<file path="src/hdl/percent_encode_then_base64_encoder_assert.svh">
// assertion macros shared by the encoder modules
`ifndef PERCENT_ENCODE_THEN_BASE64_ENCODER_ASSERT_SVH
`define PERCENT_ENCODE_THEN_BASE64_ENCODER_ASSERT_SVH
`ifndef NO_ASSERTIONS
`define PE64_ASSERT(label, prop, msg) \
    label: assert property (@(posedge clk) disable iff (!rst_n) prop) else $error(msg);
`define PE64_ASSERT_NEXT(label, trig, cons, msg) \
    label: assert property (@(posedge clk) disable iff (!rst_n) trig |=> cons) else $error(msg);
`else
`define PE64_ASSERT(label, prop, msg)
`define PE64_ASSERT_NEXT(label, trig, cons, msg)
`endif
`endif

</file>
<file path="src/hdl/pe64_pkg.sv">
// types, constants and character helpers for the percent-encode then base64 encoder
package pe64_pkg;

    localparam int QDEPTH_DEF = 4;

    localparam logic [7:0] CHAR_PERCENT = 8'h25;
    localparam logic [6:0] CHAR_PAD     = 7'h3D;

    typedef struct packed {
        logic [7:0] data_byte;
        logic       final_byte;
    } in_item_t;

    typedef struct packed {
        logic [6:0] b64_char;
        logic       final_char;
    } out_item_t;

    // one classified input byte: either one literal byte or three escape bytes
    typedef struct packed {
        logic [7:0] b0;
        logic [7:0] b1;
        logic [7:0] b2;
        logic       esc;
        logic       fin;
    } job_t;

    function automatic logic is_safe(input logic [7:0] c);
        logic r;
        begin
            r = (c >= 8'h41 && c <= 8'h5A) || (c >= 8'h61 && c <= 8'h7A) ||
                (c >= 8'h30 && c <= 8'h39) ||
                c == 8'h2D || c == 8'h2E || c == 8'h5F || c == 8'h7E ||
                c == 8'h21 || c == 8'h2A || c == 8'h27 || c == 8'h28 || c == 8'h29;
            return r;
        end
    endfunction

    function automatic logic [7:0] hex_digit(input logic [3:0] n);
        logic [7:0] r;
        begin
            if (n < 4'd10)
                r = 8'h30 + {4'h0, n};
            else
                r = 8'h37 + {4'h0, n};
            return r;
        end
    endfunction

    function automatic logic [6:0] b64_symbol(input logic [5:0] s);
        logic [6:0] r;
        begin
            if (s < 6'd26)
                r = 7'h41 + {1'b0, s};
            else if (s < 6'd52)
                r = 7'h47 + {1'b0, s};
            else if (s < 6'd62)
                r = {1'b0, s} - 7'h04;
            else if (s == 6'd62)
                r = 7'h2B;
            else
                r = 7'h2F;
            return r;
        end
    endfunction

endpackage

</file>
<file path="src/hdl/pe64_front.sv">
// front end: classifies each input byte into a literal or an escape job
module pe64_front (
    input  logic             push,
    input  logic             full,
    input  pe64_pkg::in_item_t item,
    output logic             wr_en,
    output pe64_pkg::job_t   job
);
    import pe64_pkg::*;

    logic safe;

    always_comb
    begin
        safe  = is_safe(item.data_byte);
        wr_en = push && !full;
        job.fin = item.final_byte;
        job.esc = !safe;
        if (safe)
        begin
            job.b0 = item.data_byte;
            job.b1 = item.data_byte;
            job.b2 = item.data_byte;
        end
        else
        begin
            job.b0 = CHAR_PERCENT;
            job.b1 = hex_digit(item.data_byte[7:4]);
            job.b2 = hex_digit(item.data_byte[3:0]);
        end
    end

endmodule

</file>
<file path="src/hdl/pe64_fifo.sv">
// small register queue between the front end and the back end
`include "percent_encode_then_base64_encoder_assert.svh"
module pe64_fifo #(
    parameter int DEPTH = pe64_pkg::QDEPTH_DEF
) (
    input  logic           clk,
    input  logic           rst_n,
    input  logic           wr_en,
    input  pe64_pkg::job_t wr_data,
    input  logic           rd_en,
    output pe64_pkg::job_t rd_data,
    output logic           full,
    output logic           empty
);
    import pe64_pkg::*;

    localparam int PW = (DEPTH > 1) ? $clog2(DEPTH) : 1;
    localparam int CW = $clog2(DEPTH + 1);

    job_t          mem_reg [DEPTH];
    logic [PW-1:0] wr_ptr_reg, wr_ptr_next;
    logic [PW-1:0] rd_ptr_reg, rd_ptr_next;
    logic [CW-1:0] cnt_reg, cnt_next;
    logic          do_wr, do_rd;

    assign full    = cnt_reg == CW'(DEPTH);
    assign empty   = cnt_reg == '0;
    assign rd_data = mem_reg[rd_ptr_reg];
    assign do_wr   = wr_en && !full;
    assign do_rd   = rd_en && !empty;

    always_comb
    begin
        wr_ptr_next = wr_ptr_reg;
        rd_ptr_next = rd_ptr_reg;
        cnt_next    = cnt_reg;
        if (do_wr)
            wr_ptr_next = (wr_ptr_reg == PW'(DEPTH - 1)) ? '0 : wr_ptr_reg + PW'(1);
        if (do_rd)
            rd_ptr_next = (rd_ptr_reg == PW'(DEPTH - 1)) ? '0 : rd_ptr_reg + PW'(1);
        if (do_wr && !do_rd)
            cnt_next = cnt_reg + CW'(1);
        else if (do_rd && !do_wr)
            cnt_next = cnt_reg - CW'(1);
    end

    always_ff @(posedge clk or negedge rst_n)
    begin
        if (!rst_n)
        begin
            wr_ptr_reg <= '0;
            rd_ptr_reg <= '0;
            cnt_reg    <= '0;
        end
        else
        begin
            wr_ptr_reg <= wr_ptr_next;
            rd_ptr_reg <= rd_ptr_next;
            cnt_reg    <= cnt_next;
        end
    end

    always_ff @(posedge clk)
    begin
        if (do_wr)
            mem_reg[wr_ptr_reg] <= wr_data;
    end

    `PE64_ASSERT(a_cnt_range, cnt_reg <= CW'(DEPTH), "queue count beyond depth")
    `PE64_ASSERT(a_no_rd_empty, rd_en |-> cnt_reg != '0, "read from empty queue")
    `PE64_ASSERT_NEXT(a_wr_fills, do_wr, cnt_reg != '0, "queue empty after write")

endmodule

</file>
<file path="src/hdl/pe64_back.sv">
// back end: packs intermediate bytes into groups and emits one base64 character per beat
`include "percent_encode_then_base64_encoder_assert.svh"
module pe64_back (
    input  logic              clk,
    input  logic              rst_n,
    input  logic              q_empty,
    input  pe64_pkg::job_t    q_data,
    output logic              q_pop,
    output logic              empty,
    input  logic              pop,
    output pe64_pkg::out_item_t result
);
    import pe64_pkg::*;

    logic [1:0]  sub_reg, sub_next;
    logic [1:0]  cnt_reg, cnt_next;
    logic [2:0]  left_reg, left_next;
    logic [7:0]  p0_reg, p1_reg;
    logic [23:0] word_reg;
    logic [1:0]  vld_reg;
    logic        gfin_reg;

    logic [7:0]  cur_byte;
    logic        last_sub, load_need, grp_free, adv, pop_out;
    logic [23:0] word_new;
    logic [1:0]  vld_new;
    logic [1:0]  idx;
    logic [5:0]  sextet;

    always_comb
    begin
        case (sub_reg)
            2'd0:    cur_byte = q_data.b0;
            2'd1:    cur_byte = q_data.b1;
            default: cur_byte = q_data.b2;
        endcase
        last_sub  = !q_data.esc || sub_reg == 2'd2;
        // a group closes on the third byte, or on the last byte of the string
        load_need = cnt_reg == 2'd2 || (q_data.fin && last_sub);
        grp_free  = left_reg == 3'd0 || (left_reg == 3'd1 && pop);
        adv       = !q_empty && (!load_need || grp_free);
        q_pop     = adv && last_sub;
        pop_out   = pop && left_reg != 3'd0;

        case (cnt_reg)
            2'd2:
            begin
                word_new = {p0_reg, p1_reg, cur_byte};
                vld_new  = 2'd3;
            end
            2'd1:
            begin
                word_new = {p0_reg, cur_byte, 8'h00};
                vld_new  = 2'd2;
            end
            default:
            begin
                word_new = {cur_byte, 16'h0000};
                vld_new  = 2'd1;
            end
        endcase

        sub_next  = sub_reg;
        cnt_next  = cnt_reg;
        left_next = pop_out ? left_reg - 3'd1 : left_reg;
        if (adv)
        begin
            sub_next = last_sub ? 2'd0 : sub_reg + 2'd1;
            if (load_need)
            begin
                cnt_next  = 2'd0;
                left_next = 3'd4;
            end
            else
                cnt_next = cnt_reg + 2'd1;
        end
    end

    always_ff @(posedge clk or negedge rst_n)
    begin
        if (!rst_n)
        begin
            sub_reg  <= 2'd0;
            cnt_reg  <= 2'd0;
            left_reg <= 3'd0;
        end
        else
        begin
            sub_reg  <= sub_next;
            cnt_reg  <= cnt_next;
            left_reg <= left_next;
        end
    end

    always_ff @(posedge clk)
    begin
        if (adv && !load_need)
        begin
            if (cnt_reg == 2'd0)
                p0_reg <= cur_byte;
            else
                p1_reg <= cur_byte;
        end
        if (adv && load_need)
        begin
            word_reg <= word_new;
            vld_reg  <= vld_new;
            gfin_reg <= q_data.fin && last_sub;
        end
    end

    // character position within the group being shown
    always_comb
    begin
        idx = 2'(3'd4 - left_reg);
        case (idx)
            2'd0:    sextet = word_reg[23:18];
            2'd1:    sextet = word_reg[17:12];
            2'd2:    sextet = word_reg[11:6];
            default: sextet = word_reg[5:0];
        endcase
        empty = left_reg == 3'd0;
        if ((idx == 2'd2 && vld_reg < 2'd2) || (idx == 2'd3 && vld_reg < 2'd3))
            result.b64_char = CHAR_PAD;
        else
            result.b64_char = b64_symbol(sextet);
        result.final_char = gfin_reg && left_reg == 3'd1;
    end

    `PE64_ASSERT(a_cnt_range, cnt_reg != 2'd3, "pending count out of range")
    `PE64_ASSERT(a_left_range, left_reg <= 3'd4, "group character count out of range")
    `PE64_ASSERT(a_esc_held, sub_reg != 2'd0 |-> !q_empty && q_data.esc && sub_reg != 2'd3,
                 "escape sequence lost its queue entry")

endmodule

</file>
<file path="src/hdl/percent_encode_then_base64_encoder.sv">
// top level: percent-encode then base64 encoder, queue in and queue out
// path: an accepted byte is registered in the queue, then its group is registered in the character buffer
// throughput: one character per cycle while pop is held and empty is low; a literal byte is one
// intermediate byte, an escaped byte three, and a group's four characters wait on the result port for pop
// reset: asynchronous, clears the queue, pending byte count and character buffer
module percent_encode_then_base64_encoder #(
    parameter int QDEPTH = pe64_pkg::QDEPTH_DEF
) (
    input  logic                clk,
    input  logic                rst_n,
    input  logic                push,
    output logic                full,
    input  pe64_pkg::in_item_t  item,
    output logic                empty,
    input  logic                pop,
    output pe64_pkg::out_item_t result
);
    import pe64_pkg::*;

    logic wr_en, q_pop, q_empty;
    job_t job_in, job_out;

    pe64_front u_front (
        .push  (push),
        .full  (full),
        .item  (item),
        .wr_en (wr_en),
        .job   (job_in)
    );

    pe64_fifo #(
        .DEPTH (QDEPTH)
    ) u_fifo (
        .clk     (clk),
        .rst_n   (rst_n),
        .wr_en   (wr_en),
        .wr_data (job_in),
        .rd_en   (q_pop),
        .rd_data (job_out),
        .full    (full),
        .empty   (q_empty)
    );

    pe64_back u_back (
        .clk     (clk),
        .rst_n   (rst_n),
        .q_empty (q_empty),
        .q_data  (job_out),
        .q_pop   (q_pop),
        .empty   (empty),
        .pop     (pop),
        .result  (result)
    );

endmodule
</file>
<file path="config.mk">
export PLATFORM = sky130hd
export DESIGN_NAME = percent_encode_then_base64_encoder
export DESIGN_NICKNAME = d
export VERILOG_FILES = /design/src/hdl/pe64_pkg.sv /design/src/hdl/pe64_front.sv /design/src/hdl/pe64_fifo.sv /design/src/hdl/pe64_back.sv /design/src/hdl/percent_encode_then_base64_encoder.sv
export VERILOG_INCLUDE_DIRS = /design/src /design/src/hdl
export SDC_FILE = /design/constraint.sdc
export NUM_CORES = 1
export LEC_CHECK = 0
export ABC_AREA = 1
export BUFFER_PORTS_ARGS = -buffer_cell sky130_fd_sc_hd__buf_2
export CORE_ASPECT_RATIO = 0.8
export CORE_UTILIZATION = 56
export DETAILED_ROUTE_END_ITERATION = 7
export PLACE_DENSITY = 0.76
export SYNTH_ARGS = -nofsm -noshare
export SYNTH_HDL_FRONTEND = slang
export SYNTH_SLANG_ARGS = --single-unit
</file>
<file path="constraint.sdc">
create_clock -name clk -period 2.5 [get_ports clk]
set_clock_uncertainty 0.05 [all_clocks]
set_input_delay 0.25 -clock clk [delete_from_list [all_inputs] [get_ports clk]]
set_output_delay 0.25 -clock clk [all_outputs]
set_load 0.02 [all_outputs]
</file>
==> results.py <==
metrics = {
    "global_routing": {
        "grt_overflow": 0,
        "grt_max_degree": 40,
        "grt_pass1_vias": 5716,
        "track_usage_pct": 26.07,
        "antenna_found_initial": 0,
        "grt_first_pass_wirelength_mm": 28.24,
    },
    "setup_path": {
        "end_kind": "output pin",
        "crit_type": "reg2out",
        "worstSetupStartpointType": "flop",
        "required_ps": 2200,
        "crit_arrival_ps": 2560,
        "critPathMaxFanout": 4,
    },
    "synthesis": {
        "syn_area_per_cell_um2": 9.721,
        "synthAdderAreaFrac_pct": 5.941,
        "synth_xor_area_share_pct": 0.6817,
        "synth-seq-cells": 153,
        "synth_top_family_by_area": "simple AND/OR/NAND/NOR gates",
        "yosys-mux-area-fraction_pct": 0.1461,
        "ys_warn_count": 0,
        "ys_seq_area_share_pct": 58.69,
        "synth_compound_area_share_pct": 6.720,
        "synthDistinctLibCells": 40,
        "synthCells": 793,
        "synth-simple-area-share_pct": 22.09,
        "synth_area_um2": 7709,
    },
    "sta": {
        "rsz0062_at_grt": "yes",
        "setup_viol_count_final": 8,
        "max_freq_ghz": 0.3500,
        "hold_viol_final": 0,
        "post-route-min-period_ps": 2857,
        "min_period_over_period_pct": 114.3,
        "setup_ws_ps": -357.3,
        "max_slew.worst_pin.slew_ps": 541.5,
        "slew_violations": 0,
        "max_slew_margin_pct": 63.76,
    },
    "clocking": {
        "clkTransAtPathRegs_ps": 60,
        "clock_latency_ps": 420,
        "cts.sinks": 153,
        "cts_buffers": 17,
        "cts-root-buf": "clkbuf_16",
        "cts_buffer_depth": 2,
        "cts_max_level": 4,
        "cts_tree": "built",
    },
    "route": {
        "drc_errors": 0,
        "drt-wirelength-per-cell_um": 16.99,
        "route.met2.wl_mm": 8.903,
        "routed.top_layer": "met4",
        "finalWirelength_mm": 17.94,
        "drt_iter0_markers": 603,
        "drtPass1Iterations": 6,
        "viasPerCell": 5.648,
        "met3_length_mm": 1.314,
        "num_vias": 5964,
        "drt-met1-wl_mm": 7.337,
        "antenna_left": 0,
    },
    "place": {
        "hpwlAfterDp_mm": 10.98,
        "io_buffers": 22,
        "dp.cells": 1004,
        "dp_slack_ps": -56.42,
        "gp_congestion": 0.9527,
    },
    "power_and_ir_drop": {
        "p_leak_nw": 3.942,
        "peakVddDrop_uv": 1827,
        "p_per_area_nw_per_um2": 1544,
    },
    "layout": {
        "nNetsFinal": 917,
        "utilization_pct": 71.11,
        "diodes": 0,
        "finalNonFillerCells": 1056,
        "syn2layout_area_growth_pct": 21.28,
        "fill_cells": 913,
        "largest_reg_flops": 96,
        "drive_gt1_share_pct": 22.81,
        "mostFrequentLayoutCells": "nand2_1, edfxtp_1, nor2_1, nand3_1, inv_1",
        "layout_commonest_cell": "nand2_1",
    },
    "outcome": {
        "outcome": "finished, violations left",
        "violations": "negative setup slack",
    },
    "floorplanning": {
        "die_area_um2": 14240,
        "pin_count": 23,
        "core_um2": 13150,
        "start_util_pct": 58.63,
        "die_x_um": 133.2,
        "die_h_um": 106.9,
        "rows": 37,
    },
    "run": {
        "drv_cap": 0,
    },
    "worst_hold_path": {
        "hold_path_class": "in2reg",
    },
}
## power breakdown
part	switching (W)	internal [W]	total, W	leakage [nW]
Combinational	0.00480	0.00299	0.00778	2.22
Clock	0.000967	0.00157	0.00254	0.275
Sequential	0.000278	0.00384	0.00412	1.44
Total	0.00604	0.00839	0.0144	3.94
## path summary, 6_finish.rpt
path                                              start                              to  slack [ps]  cells after the start
hold reg to reg              u_back.p1_reg[1]$_DFFE_PP_    u_back.word_reg[9]$_DFFE_PP_         470                      2
setup reg to reg           u_back.left_reg[0]$_DFF_PN0_   u_fifo.cnt_reg[2]$_DFFE_PN0P_         -60                     16
setup / recovery           u_back.left_reg[1]$_DFF_PN0_                       result[5]        -360                     16
max in group asynchronous                         rst_n    u_back.left_reg[0]$_DFF_PN0_        1880                      2
min in group asynchronous                         rst_n    u_back.left_reg[1]$_DFF_PN0_         260                      2
hold / removal                                  item[0]  u_fifo.mem_reg[1][0]$_DFFE_PP_          20                      1
## critical path, stage by stage (launching register included)
cell and delay (ps):
dfrtp_1 400, buf_6 140, ha_2 190, buf_6 130
nand2_1 80, nand2_2 70, o21ai_2 220, ha_4 170
inv_2 50, nand2_4 70, nand2_2 70, nand2_1 100
nand3_1 80, nand2_1 70, nand2_1 80, nand3_2 90
buf_6 120
## repair_timing
item | CTS | global route
hold buffers | 1 | 0
setup buffers | 14 | 4
gates cloned | 2 | 0
setup endpoints to repair | 9 | 9
hold endpoints to repair | 14 | 0
resized for setup | 73 | 29
pin swaps | 28 | 22
## Yosys cell counts, drive strengths merged
| master | number | area, µm² |
|---|---|---|
| and3 | 1 | 6.260 |
| nor2 | 89 | 351.6 |
| or2 | 2 | 12.51 |
| nand3b | 1 | 11.26 |
| nand4 | 5 | 31.28 |
| nand2 | 219 | 857.1 |
| mux2 | 1 | 11.26 |
| o211ai | 1 | 7.510 |
| nand3 | 79 | 417.9 |
| ha | 35 | 437.9 |
| inv | 82 | 307.8 |
| o22ai | 16 | 100.1 |
| o21bai | 3 | 26.27 |
| edfxtp | 139 | 4174 |
| a21oi | 7 | 42.54 |
| nor3 | 3 | 15.01 |
| conb | 1 | 3.750 |
| a21boi | 1 | 7.510 |
| clkbuf | 7 | 26.28 |
| o21ai | 61 | 324.1 |
| dfrtp | 14 | 350.3 |
| a32o | 1 | 10.01 |
| xor2 | 5 | 43.79 |
| buf | 18 | 103.9 |
| fa | 1 | 20.02 |
| xnor2 | 1 | 8.760 |
## layout make-up
class | instances | area (µm²) | area share, %
Multi-Input combinational cell | 537 | 3085 | 33.00
Timing Repair Buffer | 77 | 610.6 | 6.531
Inverter | 82 | 320.3 | 3.426
Tap cell | 175 | 219.0 | 2.342
Clock inverter | 11 | 147.6 | 1.579
Sequential cell | 153 | 4526 | 48.41
Clock buffer | 21 | 440.4 | 4.711
## kinds of logic (layout without fill, tap and decap cells)
group | count (synthesis) | in the layout
mux | 1 | 1
fa+ha+maj | 36 | 36
other cells | 1 | 4
buf+inv | 107 | 191
compound gates | 90 | 90
simple gates | 399 | 400
xor+xnor | 6 | 6
flops | 153 | 153
## per-layer routing
layer  track usage [%]  up-vias
met5                 0        -
met4             8.523        0
met3             5.579       43
met2             43.12      264
met1             34.58     2852
li1                  -     2805
## through the flow
step	total power, W	setup TNS, ps	instance area [µm²]	hold slack [ps]
2_1_floorplan	0.008166	-16.97	7735	-95.59
3_3_place_gp	0.009827	0	8227	109.9
3_5_place_dp	0.01007	-75.28	8227	112.7
4_1_cts	0.01381	-1317	9213	5.198
5_1_grt	0.01530	-2819	9349	1.399
6_report	0.01444	-1814	9349	15.08
No activity file was read; power rests on OpenSTA's default activity.
